[src/fsoe_pkg.sv]
package fsoe_pkg;

    localparam logic [3:0] ACT_WRITE_ACQ = 4'd0;
    localparam logic [3:0] ACT_PUBLISH   = 4'd1;
    localparam logic [3:0] ACT_CANCEL    = 4'd2;
    localparam logic [3:0] ACT_DISP_ACQ  = 4'd3;
    localparam logic [3:0] ACT_DISP_REL  = 4'd4;
    localparam logic [3:0] ACT_LAT_ACQ   = 4'd5;
    localparam logic [3:0] ACT_LAT_REL   = 4'd6;
    localparam logic [3:0] ACT_MOT_ACQ   = 4'd7;
    localparam logic [3:0] ACT_MOT_REL   = 4'd8;

    localparam logic [1:0] CFG_DISPLAY_EN = 2'd0;
    localparam logic [1:0] CFG_LATEST_EN  = 2'd1;
    localparam logic [1:0] CFG_MOTION_EN  = 2'd2;

    typedef enum logic [1:0] {
        ST_IDLE,
        ST_CHECK,
        ST_SCAN,
        ST_APPLY
    } t_state;

    typedef struct packed {
        logic load;
        logic scan_step;
        logic apply;
    } t_dp_cmd;

    typedef struct packed {
        logic scan_req;
        logic scan_last;
        logic out_free;
    } t_dp_sts;

endpackage

[src/frame_slot_ownership_engine_top.sv]
// Frame slot ownership engine.
// Requests enter on i_valid/o_ready as action, slot and frame tag; each accepted
// word yields exactly one result word on o_valid/i_ready carrying ok, the granted
// slot, its frame tag and the running superseded count.
// The three consumer enables are written on the configuration channel
// (i_cfg_valid/o_cfg_ready, index 0 display, 1 latest, 2 motion); it is always
// ready and should only be written while no request is in flight.
// One request is handled at a time. Publish, cancel, releases and unknown
// actions pass from acceptance through ST_CHECK to ST_APPLY, where the result
// is loaded into the output register. Acquires step through ST_SCAN between
// them, walking the slot ring one slot per cycle through the shared compare unit.
// The next request is accepted in the cycle after its predecessor's result is
// loaded into the output register.
// When the receiver stalls, the result is held in the output register and a
// further request is still accepted and worked; it waits for its final update
// until the pending result is taken.
// Synchronous active-low reset empties every slot, clears all claims, the
// write pointer, the newest-frame record, the count and the enables.
module frame_slot_ownership_engine_top #(
    parameter int SLOTS = 4
) (
    input  logic        i_clk,
    input  logic        i_rst_n,
    input  logic        i_valid,
    output logic        o_ready,
    input  logic [3:0]  i_action,
    input  logic [3:0]  i_slot,
    input  logic [31:0] i_frame_tag,
    input  logic        i_cfg_valid,
    output logic        o_cfg_ready,
    input  logic [1:0]  i_cfg_index,
    input  logic        i_cfg_data,
    output logic        o_valid,
    input  logic        i_ready,
    output logic        o_ok,
    output logic [3:0]  o_slot_out,
    output logic [31:0] o_tag_out,
    output logic [31:0] o_superseded_count
);
    import fsoe_pkg::*;

    t_dp_cmd cmd;
    t_dp_sts sts;

    fsoe_ctrl u_ctrl (
        .i_clk   (i_clk),
        .i_rst_n (i_rst_n),
        .i_valid (i_valid),
        .o_ready (o_ready),
        .o_cmd   (cmd),
        .i_sts   (sts)
    );

    fsoe_dpath #(
        .SLOTS (SLOTS)
    ) u_dpath (
        .i_clk              (i_clk),
        .i_rst_n            (i_rst_n),
        .i_cmd              (cmd),
        .o_sts              (sts),
        .i_action           (i_action),
        .i_slot             (i_slot),
        .i_frame_tag        (i_frame_tag),
        .i_cfg_valid        (i_cfg_valid),
        .o_cfg_ready        (o_cfg_ready),
        .i_cfg_index        (i_cfg_index),
        .i_cfg_data         (i_cfg_data),
        .o_valid            (o_valid),
        .i_ready            (i_ready),
        .o_ok               (o_ok),
        .o_slot_out         (o_slot_out),
        .o_tag_out          (o_tag_out),
        .o_superseded_count (o_superseded_count)
    );

endmodule

[src/fsoe_ctrl.sv]
module fsoe_ctrl (
    input  logic              i_clk,
    input  logic              i_rst_n,
    input  logic              i_valid,
    output logic              o_ready,
    output fsoe_pkg::t_dp_cmd o_cmd,
    input  fsoe_pkg::t_dp_sts i_sts
);
    import fsoe_pkg::*;

    t_state r_state;
    t_state n_state;

    always_ff @(posedge i_clk) begin
        if (!i_rst_n) begin
            r_state <= ST_IDLE;
        end else begin
            r_state <= n_state;
        end
    end

    always_comb begin
        n_state         = r_state;
        o_ready         = 1'b0;
        o_cmd.load      = 1'b0;
        o_cmd.scan_step = 1'b0;
        o_cmd.apply     = 1'b0;
        unique case (r_state)
            ST_IDLE: begin
                o_ready = 1'b1;
                if (i_valid) begin
                    o_cmd.load = 1'b1;
                    n_state    = ST_CHECK;
                end
            end
            ST_CHECK: begin
                n_state = i_sts.scan_req ? ST_SCAN : ST_APPLY;
            end
            ST_SCAN: begin
                o_cmd.scan_step = 1'b1;
                if (i_sts.scan_last) begin
                    n_state = ST_APPLY;
                end
            end
            ST_APPLY: begin
                if (i_sts.out_free) begin
                    o_cmd.apply = 1'b1;
                    n_state     = ST_IDLE;
                end
            end
            default: begin
                n_state = ST_IDLE;
            end
        endcase
    end

endmodule

[src/fsoe_dpath.sv]
module fsoe_dpath #(
    parameter int SLOTS = 4
) (
    input  logic              i_clk,
    input  logic              i_rst_n,
    input  fsoe_pkg::t_dp_cmd i_cmd,
    output fsoe_pkg::t_dp_sts o_sts,
    input  logic [3:0]        i_action,
    input  logic [3:0]        i_slot,
    input  logic [31:0]       i_frame_tag,
    input  logic              i_cfg_valid,
    output logic              o_cfg_ready,
    input  logic [1:0]        i_cfg_index,
    input  logic              i_cfg_data,
    output logic              o_valid,
    input  logic              i_ready,
    output logic              o_ok,
    output logic [3:0]        o_slot_out,
    output logic [31:0]       o_tag_out,
    output logic [31:0]       o_superseded_count
);
    import fsoe_pkg::*;

    localparam int SW = $clog2(SLOTS);

    logic r_display_en;
    logic r_latest_en;
    logic r_motion_en;

    logic [3:0]  r_action;
    logic [3:0]  r_slot;
    logic [31:0] r_frame_tag;

    logic [SLOTS-1:0] r_writing,   n_writing;
    logic [SLOTS-1:0] r_published, n_published;
    logic [SLOTS-1:0] r_dpend,     n_dpend;
    logic [SLOTS-1:0] r_dheld,     n_dheld;
    logic [SLOTS-1:0] r_lpend,     n_lpend;
    logic [SLOTS-1:0] r_lheld,     n_lheld;
    logic [SLOTS-1:0] r_mpend,     n_mpend;
    logic [SLOTS-1:0] r_mheld,     n_mheld;
    logic [31:0]      r_tag [SLOTS];
    logic [SW-1:0]    r_next_write,  n_next_write;
    logic             r_newest_valid, n_newest_valid;
    logic [SW-1:0]    r_newest_slot,  n_newest_slot;
    logic [31:0]      r_drop,         n_drop;

    logic [SW-1:0] r_idx;
    logic [SW-1:0] r_cnt;
    logic          r_found;
    logic [SW-1:0] r_best;
    logic [31:0]   r_best_tag;

    logic        r_out_valid;
    logic        r_ok;
    logic [3:0]  r_slot_out;
    logic [31:0] r_tag_out;
    logic [31:0] r_cnt_out;

    logic          tag_we;
    logic          n_ok;
    logic [3:0]    n_slot_out;
    logic [31:0]   n_tag_out;
    logic          qualify;
    logic [31:0]   tag_k;
    logic [SW-1:0] s;
    logic [SW-1:0] ns;
    logic          in_range;
    logic [SW-1:0] idx_inc;

    assign s        = r_slot[SW-1:0];
    assign ns       = r_newest_slot;
    assign in_range = {1'b0, r_slot} < 5'(SLOTS);
    assign tag_k    = r_tag[r_idx];
    assign idx_inc  = (r_idx == SW'(SLOTS - 1)) ? '0 : r_idx + 1'b1;

    assign o_cfg_ready = 1'b1;

    assign o_sts.scan_req  = (r_action == ACT_WRITE_ACQ) || (r_action == ACT_DISP_ACQ) ||
                             (r_action == ACT_LAT_ACQ) || (r_action == ACT_MOT_ACQ);
    assign o_sts.scan_last = (r_cnt == SW'(SLOTS - 1));
    assign o_sts.out_free  = !r_out_valid || i_ready;

    always_comb begin
        qualify = 1'b0;
        unique case (r_action)
            ACT_WRITE_ACQ: begin
                qualify = !r_found && !r_writing[r_idx] && !r_published[r_idx];
            end
            ACT_DISP_ACQ: begin
                qualify = r_published[r_idx] && r_dpend[r_idx] && !r_dheld[r_idx] &&
                          (tag_k < r_best_tag);
            end
            ACT_MOT_ACQ: begin
                qualify = r_published[r_idx] && r_mpend[r_idx] && !r_mheld[r_idx] &&
                          (tag_k < r_best_tag);
            end
            ACT_LAT_ACQ: begin
                qualify = r_newest_valid && (r_idx == r_newest_slot) &&
                          r_published[r_idx] && r_lpend[r_idx] && !r_lheld[r_idx];
            end
            default: begin
                qualify = 1'b0;
            end
        endcase
    end

    always_comb begin
        n_writing      = r_writing;
        n_published    = r_published;
        n_dpend        = r_dpend;
        n_dheld        = r_dheld;
        n_lpend        = r_lpend;
        n_lheld        = r_lheld;
        n_mpend        = r_mpend;
        n_mheld        = r_mheld;
        n_next_write   = r_next_write;
        n_newest_valid = r_newest_valid;
        n_newest_slot  = r_newest_slot;
        n_drop         = r_drop;
        tag_we         = 1'b0;
        n_ok           = 1'b0;
        n_slot_out     = '0;
        n_tag_out      = '0;
        unique case (r_action)
            ACT_WRITE_ACQ: begin
                if (r_found) begin
                    n_writing[r_best] = 1'b1;
                    n_next_write      = (r_best == SW'(SLOTS - 1)) ? '0 : r_best + 1'b1;
                    n_ok              = 1'b1;
                    n_slot_out        = 4'(r_best);
                end
            end
            ACT_PUBLISH: begin
                if (in_range && r_writing[s]) begin
                    tag_we     = 1'b1;
                    n_dpend[s] = r_display_en;
                    n_dheld[s] = 1'b0;
                    if (r_latest_en) begin
                        if (r_newest_valid && (ns != s) && r_lpend[ns] && !r_lheld[ns]) begin
                            n_lpend[ns] = 1'b0;
                            n_drop      = r_drop + 32'd1;
                            if (!r_dpend[ns] && !r_mpend[ns]) begin
                                n_writing[ns]   = 1'b0;
                                n_published[ns] = 1'b0;
                            end
                        end
                        n_lpend[s]     = 1'b1;
                        n_lheld[s]     = 1'b0;
                        n_newest_valid = 1'b1;
                        n_newest_slot  = s;
                    end else begin
                        n_lpend[s] = 1'b0;
                        n_lheld[s] = 1'b0;
                    end
                    n_mpend[s]     = r_motion_en;
                    n_mheld[s]     = 1'b0;
                    n_writing[s]   = 1'b0;
                    n_published[s] = 1'b1;
                end
            end
            ACT_CANCEL: begin
                if (in_range && r_writing[s]) begin
                    n_writing[s] = 1'b0;
                end
            end
            ACT_DISP_ACQ: begin
                if (r_found) begin
                    n_dheld[r_best] = 1'b1;
                    n_ok            = 1'b1;
                    n_slot_out      = 4'(r_best);
                    n_tag_out       = r_best_tag;
                end
            end
            ACT_LAT_ACQ: begin
                if (r_found) begin
                    n_lheld[r_best] = 1'b1;
                    n_ok            = 1'b1;
                    n_slot_out      = 4'(r_best);
                    n_tag_out       = r_best_tag;
                end
            end
            ACT_MOT_ACQ: begin
                if (r_found) begin
                    n_mheld[r_best] = 1'b1;
                    n_ok            = 1'b1;
                    n_slot_out      = 4'(r_best);
                    n_tag_out       = r_best_tag;
                end
            end
            ACT_DISP_REL: begin
                if (in_range && r_dheld[s]) begin
                    n_dheld[s] = 1'b0;
                    n_dpend[s] = 1'b0;
                    if (!r_lpend[s] && !r_mpend[s]) begin
                        n_writing[s]   = 1'b0;
                        n_published[s] = 1'b0;
                    end
                end
            end
            ACT_LAT_REL: begin
                if (in_range && r_lheld[s]) begin
                    n_lheld[s] = 1'b0;
                    n_lpend[s] = 1'b0;
                    if (r_newest_valid && (ns == s)) begin
                        n_newest_valid = 1'b0;
                    end
                    if (!r_dpend[s] && !r_mpend[s]) begin
                        n_writing[s]   = 1'b0;
                        n_published[s] = 1'b0;
                    end
                end
            end
            ACT_MOT_REL: begin
                if (in_range && r_mheld[s]) begin
                    n_mheld[s] = 1'b0;
                    n_mpend[s] = 1'b0;
                    if (!r_dpend[s] && !r_lpend[s]) begin
                        n_writing[s]   = 1'b0;
                        n_published[s] = 1'b0;
                    end
                end
            end
            default: begin
                n_ok = 1'b0;
            end
        endcase
    end

    always_ff @(posedge i_clk) begin
        if (!i_rst_n) begin
            r_display_en   <= 1'b0;
            r_latest_en    <= 1'b0;
            r_motion_en    <= 1'b0;
            r_writing      <= '0;
            r_published    <= '0;
            r_dpend        <= '0;
            r_dheld        <= '0;
            r_lpend        <= '0;
            r_lheld        <= '0;
            r_mpend        <= '0;
            r_mheld        <= '0;
            r_next_write   <= '0;
            r_newest_valid <= 1'b0;
            r_newest_slot  <= '0;
            r_drop         <= '0;
            r_out_valid    <= 1'b0;
        end else begin
            if (i_cfg_valid) begin
                unique case (i_cfg_index)
                    CFG_DISPLAY_EN: r_display_en <= i_cfg_data;
                    CFG_LATEST_EN:  r_latest_en  <= i_cfg_data;
                    CFG_MOTION_EN:  r_motion_en  <= i_cfg_data;
                    default: begin
                        r_display_en <= r_display_en;
                    end
                endcase
            end
            if (i_cmd.apply) begin
                r_writing      <= n_writing;
                r_published    <= n_published;
                r_dpend        <= n_dpend;
                r_dheld        <= n_dheld;
                r_lpend        <= n_lpend;
                r_lheld        <= n_lheld;
                r_mpend        <= n_mpend;
                r_mheld        <= n_mheld;
                r_next_write   <= n_next_write;
                r_newest_valid <= n_newest_valid;
                r_newest_slot  <= n_newest_slot;
                r_drop         <= n_drop;
                r_out_valid    <= 1'b1;
            end else if (i_ready) begin
                r_out_valid <= 1'b0;
            end
        end
    end

    always_ff @(posedge i_clk) begin
        if (i_cmd.load) begin
            r_action    <= i_action;
            r_slot      <= i_slot;
            r_frame_tag <= i_frame_tag;
            r_idx       <= (i_action == ACT_WRITE_ACQ) ? r_next_write : '0;
            r_cnt       <= '0;
            r_found     <= 1'b0;
            r_best      <= '0;
            r_best_tag  <= '1;
        end else if (i_cmd.scan_step) begin
            r_idx <= idx_inc;
            r_cnt <= r_cnt + 1'b1;
            if (qualify) begin
                r_found    <= 1'b1;
                r_best     <= r_idx;
                r_best_tag <= tag_k;
            end
        end
        if (i_cmd.apply) begin
            r_ok       <= n_ok;
            r_slot_out <= n_slot_out;
            r_tag_out  <= n_tag_out;
            r_cnt_out  <= n_drop;
        end
        if (tag_we && i_cmd.apply) begin
            r_tag[s] <= r_frame_tag;
        end
    end

    assign o_valid            = r_out_valid;
    assign o_ok               = r_ok;
    assign o_slot_out         = r_slot_out;
    assign o_tag_out          = r_tag_out;
    assign o_superseded_count = r_cnt_out;

    a_phase_excl: assert property (@(posedge i_clk) disable iff (!i_rst_n)
        (r_writing & r_published) == '0)
        else $error("slot both writing and published");

    a_held_pending: assert property (@(posedge i_clk) disable iff (!i_rst_n)
        ((r_dheld & ~r_dpend) | (r_lheld & ~r_lpend) | (r_mheld & ~r_mpend)) == '0)
        else $error("claim held without pending mark");

    a_pending_published: assert property (@(posedge i_clk) disable iff (!i_rst_n)
        ((r_dpend | r_lpend | r_mpend) & ~r_published) == '0)
        else $error("pending mark on a slot that is not published");

    a_apply_free: assert property (@(posedge i_clk) disable iff (!i_rst_n)
        i_cmd.apply |-> (!r_out_valid || i_ready))
        else $error("result overwrites an untaken word");

    a_drop_step: assert property (@(posedge i_clk) disable iff (!i_rst_n)
        (r_drop != $past(r_drop)) |-> (r_drop == $past(r_drop) + 32'd1))
        else $error("drop count moved by more than one");

endmodule
[config.mk]
export PLATFORM = sky130hd
export DESIGN_NAME = frame_slot_ownership_engine_top
export DESIGN_NICKNAME = d
export VERILOG_FILES = /design/src/fsoe_pkg.sv /design/src/frame_slot_ownership_engine_top.sv /design/src/fsoe_ctrl.sv /design/src/fsoe_dpath.sv
export SDC_FILE = /design/constraint.sdc
export NUM_CORES = 1
export LEC_CHECK = 0
export BUFFER_PORTS_ARGS = -buffer_cell sky130_fd_sc_hd__buf_4
export CAP_MARGIN = 20
export CORE_ASPECT_RATIO = 0.8
export CORE_MARGIN = 5
export CORE_UTILIZATION = 42
export DETAILED_ROUTE_END_ITERATION = 16
export GPL_ROUTABILITY_DRIVEN = 0
export SYNTH_ARGS = -nofsm -noshare
export SYNTH_HDL_FRONTEND = slang
export SYNTH_HIERARCHICAL = 1
export SYNTH_SLANG_ARGS = --single-unit
[constraint.sdc]
create_clock -name i_clk -period 8.7 [get_ports i_clk]
set_clock_uncertainty 0.05 [all_clocks]
set_input_delay 1.74 -clock i_clk [delete_from_list [all_inputs] [get_ports i_clk]]
set_output_delay 1.74 -clock i_clk [all_outputs]
set_load 0.02 [all_outputs]
==> summary.md <==
| Metric | Value |
|---|---|
| Outcome | `finished, final reports clean` |
| Via count of the first global-routing pass | `9893` |
| Via count | `10.1k` |
| Warnings, synthesis | `6` |
| Final Hold Viols | `0` |
| Worst Path Arrival | `4.63 ns` |
| Net total in the final layout | `1437` |
| Internal reg-to-reg setup slack | `4.51 ns` |
| Total leakage power | `6.53 nW` |
| Largest buffer count on any clock path | `3` |
| Post-Route Utilization | `49.0%` |
| Setup CP Type | `in2reg` |
| Count of input and output buffers | `116` |
| CTS buffer count | `37` |
| Ratio of routed vias to standard cells | `5.42` |
| Final setup fails | `0` |
| Row count | `63` |
| Netlist Area Pre-Place | `15700 µm²` |
| Slew at the pin closest to its max-slew limit | `0.952 ns` |
| Cell count after synthesis | `1241` |
| Post-CTS setup buffer count | `0` |
| Clock Latency Late Sink | `0.53 ns` |
| Ratio of total power to cell area | `242 nW/µm²` |
| Worst hold path cell count | `2` |
| Final worst-path cycle share | `48.3%` |
| Number of register bits inferred by synthesis | `351` |
| Clock root cell | `clkbuf_16` |
| Antenna diode count | `0` |
| Number of max-slew violations in the final report | `0` |
| Maximum frequency from static timing analysis | `0.238 GHz` |
| Post_cts resized | `0` |
| Initial DRT Pass Iterations | `7` |
| Pin count of the biggest net entering global routing | `82` |
| Number of enable flip-flop cells after synthesis | `237` |
| Core Footprint | `37000 µm²` |
| Avg Synthesized Cell Area | `12.7 µm²` |
| Initial standard-cell utilization of the core | `42.5%` |
| Post-detailed-route wirelength per cell | `19.3 µm` |
| Total of hold buffers inserted after clock tree synthesis | `0` |
| Worst setup path startpoint | `i_ready` |
| Cell area reported after detailed placement | `17000 µm²` |
| Logic depth of the worst register-to-register path | `10` |
| Share of synthesized flip-flops with an asynchronous set or reset | `0%` |
| Clock tree from TritonCTS | `done` |
| P&R area growth vs syn | `15.4%` |
| Worst Hold Class | `reg2reg` |
| Total Routing Usage GR | `17.1%` |
| Endpoint required time on the critical path | `9.12 ns` |
| IO Pins | `120` |
| Most common flop cell mapped by yosys | `edfxtp_1` |
| Most common cell after layout, fill and taps aside | `edfxtp_1` |
| Area of the die | `41500 µm²` |
| Startpoint type of the worst setup path | `primary input` |
| PnR Total Power | `4.40 mW` |
| Clk sinks | `351` |
| Netlist cell types | `88` |
| Number of placed instances, taps included | `1794` |
| FF-to-FF End | `u_dpath/r_best_tag[9]` |
| Most frequent cells in the layout | `237 x edfxtp_1, 131 x nor2_1, 128 x buf_4, 113 x dfxtp_1, 68 x nand2_1` |
| 1st-iter DRT viols | `728` |
| Sequential cell area fraction in the yosys report | `59.7%` |
| Setup tns final | `0 ns` |
| Horizontal die dimension | `226 µm` |
| Max rail drop VDD | `0.000175 V` |
| Critical Path End Type | `flop` |
| Largest fanout on the critical path | `49` |
| Height of the die | `183 µm` |
| H-Tree Depth | `2` |
| Overall routed net length | `35.9 mm` |
| DRC violations left | `0` |
| Clock slew seen by the registers of the worst setup and hold paths | `0.06 ns` |
| Max-cap violations | `0` |
| Share of post-route cells with drive strength above 1 | `19.3%` |
| Shortest clock period the worst path allows after layout | `4.20 ns` |
| Initial antenna violation count | `0` |
| Final ANT Viol Nets | `0` |
| Finished Layout Cells | `1862` |
| Wire length of the first global-routing pass | `56.5 mm` |
| Endpoint of the worst setup timing path | `u_dpath/r_lpend[0]` |
| GR Overflow Total | `0` |
| Final Instance Area | `18200 µm²` |
| Max-slew headroom | `36.3%` |
| Unrepaired setup endpoints after global routing | `no` |
| DPL Wire Length | `23.9 mm` |
## critical path, stage by stage
cell and delay [ns]:
buf_4 0.07, nand2b_1 0.23, and2_4 0.66, buf_4 0.58
nand2_1 0.16, nor3_1 0.52, nand3_2 0.25, nor4_1 0.22
a31o_2 0.14
## state kept, by name (all words and copies together) (netlist names), 4 cells and up, named ones only
signal	count
u_dpath/r_tag	128
u_dpath/r_action	4
u_dpath/r_drop	32
u_dpath/r_frame_tag	32
u_dpath/r_mheld	4
u_dpath/r_lheld	4
u_dpath/r_lpend	4
u_dpath/r_slot	4
u_dpath/o_tag_out	32
u_dpath/r_dpend	4
u_dpath/r_published	4
u_dpath/r_mpend	4
u_dpath/o_superseded_count	32
u_dpath/r_dheld	4
u_dpath/r_best_tag	32
u_dpath/r_writing	4
## cell type report
type	count	area, µm²
fill	3303	18900
sequential	351	9400
multi-input combinational	774	5860
clock buffer	53	996
timing repair buffer	129	988
tap	487	609
inverter	54	203
clock inverter	14	96.3
## logic make-up (layout without fill, tap and decap cells)
| family | after synthesis | after routing | share of synthesized area [%] |
|---|---|---|---|
| AND/OR/NAND/NOR | 416 | 416 | 14.1 |
| other | 2 | 3 | 0.0477 |
| XOR/XNOR | 61 | 61 | 3.40 |
| buffers and inverters | 117 | 250 | 3.23 |
| AO/OA/AOI/OAI | 157 | 157 | 6.70 |
| multiplexers | 95 | 95 | 9.45 |
| adder cells (fa/ha/maj) | 42 | 42 | 3.34 |
| flip-flops | 351 | 351 | 59.7 |
## per-layer routing
metal  part of all wire, %  vias up  global-route usage [%]  routed length, µm
li1                      -     4801                       -                  -
met1                    47     4937                    25.5              16800
met2                    45      295                    26.6              16300
met3                   6.0       56                    2.94               2140
met4                   1.9        0                    3.85                680
met5                     0        -                       0                  0
## Yosys cell counts (all sizes together) (13+ instances only)
master	number	area share (%)
a21oi	40	1.3
and3	14	0.56
buf	27	1.1
clkbuf	36	0.87
dfxtp	114	15
edfxtp	237	45
ha	42	3.3
inv	54	1.3
mux2i	48	3.1
mux4	42	6.0
nand2	68	1.6
nand3	37	1.3
nor2	135	3.2
nor2b	13	0.61
nor3	48	1.5
o21ai	45	1.4
xnor2	32	1.8
xor2	29	1.6
## where the power goes
group / internal [mW] / total [mW] / switching [mW]
clock: 0.804 / 1.44 / 0.636
sequential: 1.95 / 2.06 / 0.106
combinational: 0.358 / 0.901 / 0.543
## stage by stage
step	worst slack, ns	hold slack, ns
6_report	4.50	0.413
5_1_grt	4.21	0.438
4_1_cts	4.39	0.414
3_5_place_dp	3.95	0.406
3_3_place_gp	3.98	0.395
2_1_floorplan	3.38	0.385
## worst min path at each step
stage / start / end / slack, ns
after floorplan: u_dpath/r_next_write[0] / u_dpath/r_next_write[0] / 0.38
after global placement: u_dpath/r_next_write[1] / u_dpath/r_next_write[1] / 0.39
after detailed placement: u_dpath/r_next_write[0] / u_dpath/r_next_write[0] / 0.41
after CTS: u_dpath/r_next_write[0] / u_dpath/r_next_write[0] / 0.41
after global routing: u_dpath/r_next_write[0] / u_dpath/r_next_write[0] / 0.44
final: u_dpath/r_next_write[0] / u_dpath/r_next_write[0] / 0.41
Note: power is estimated with default switching activity, not from simulation.
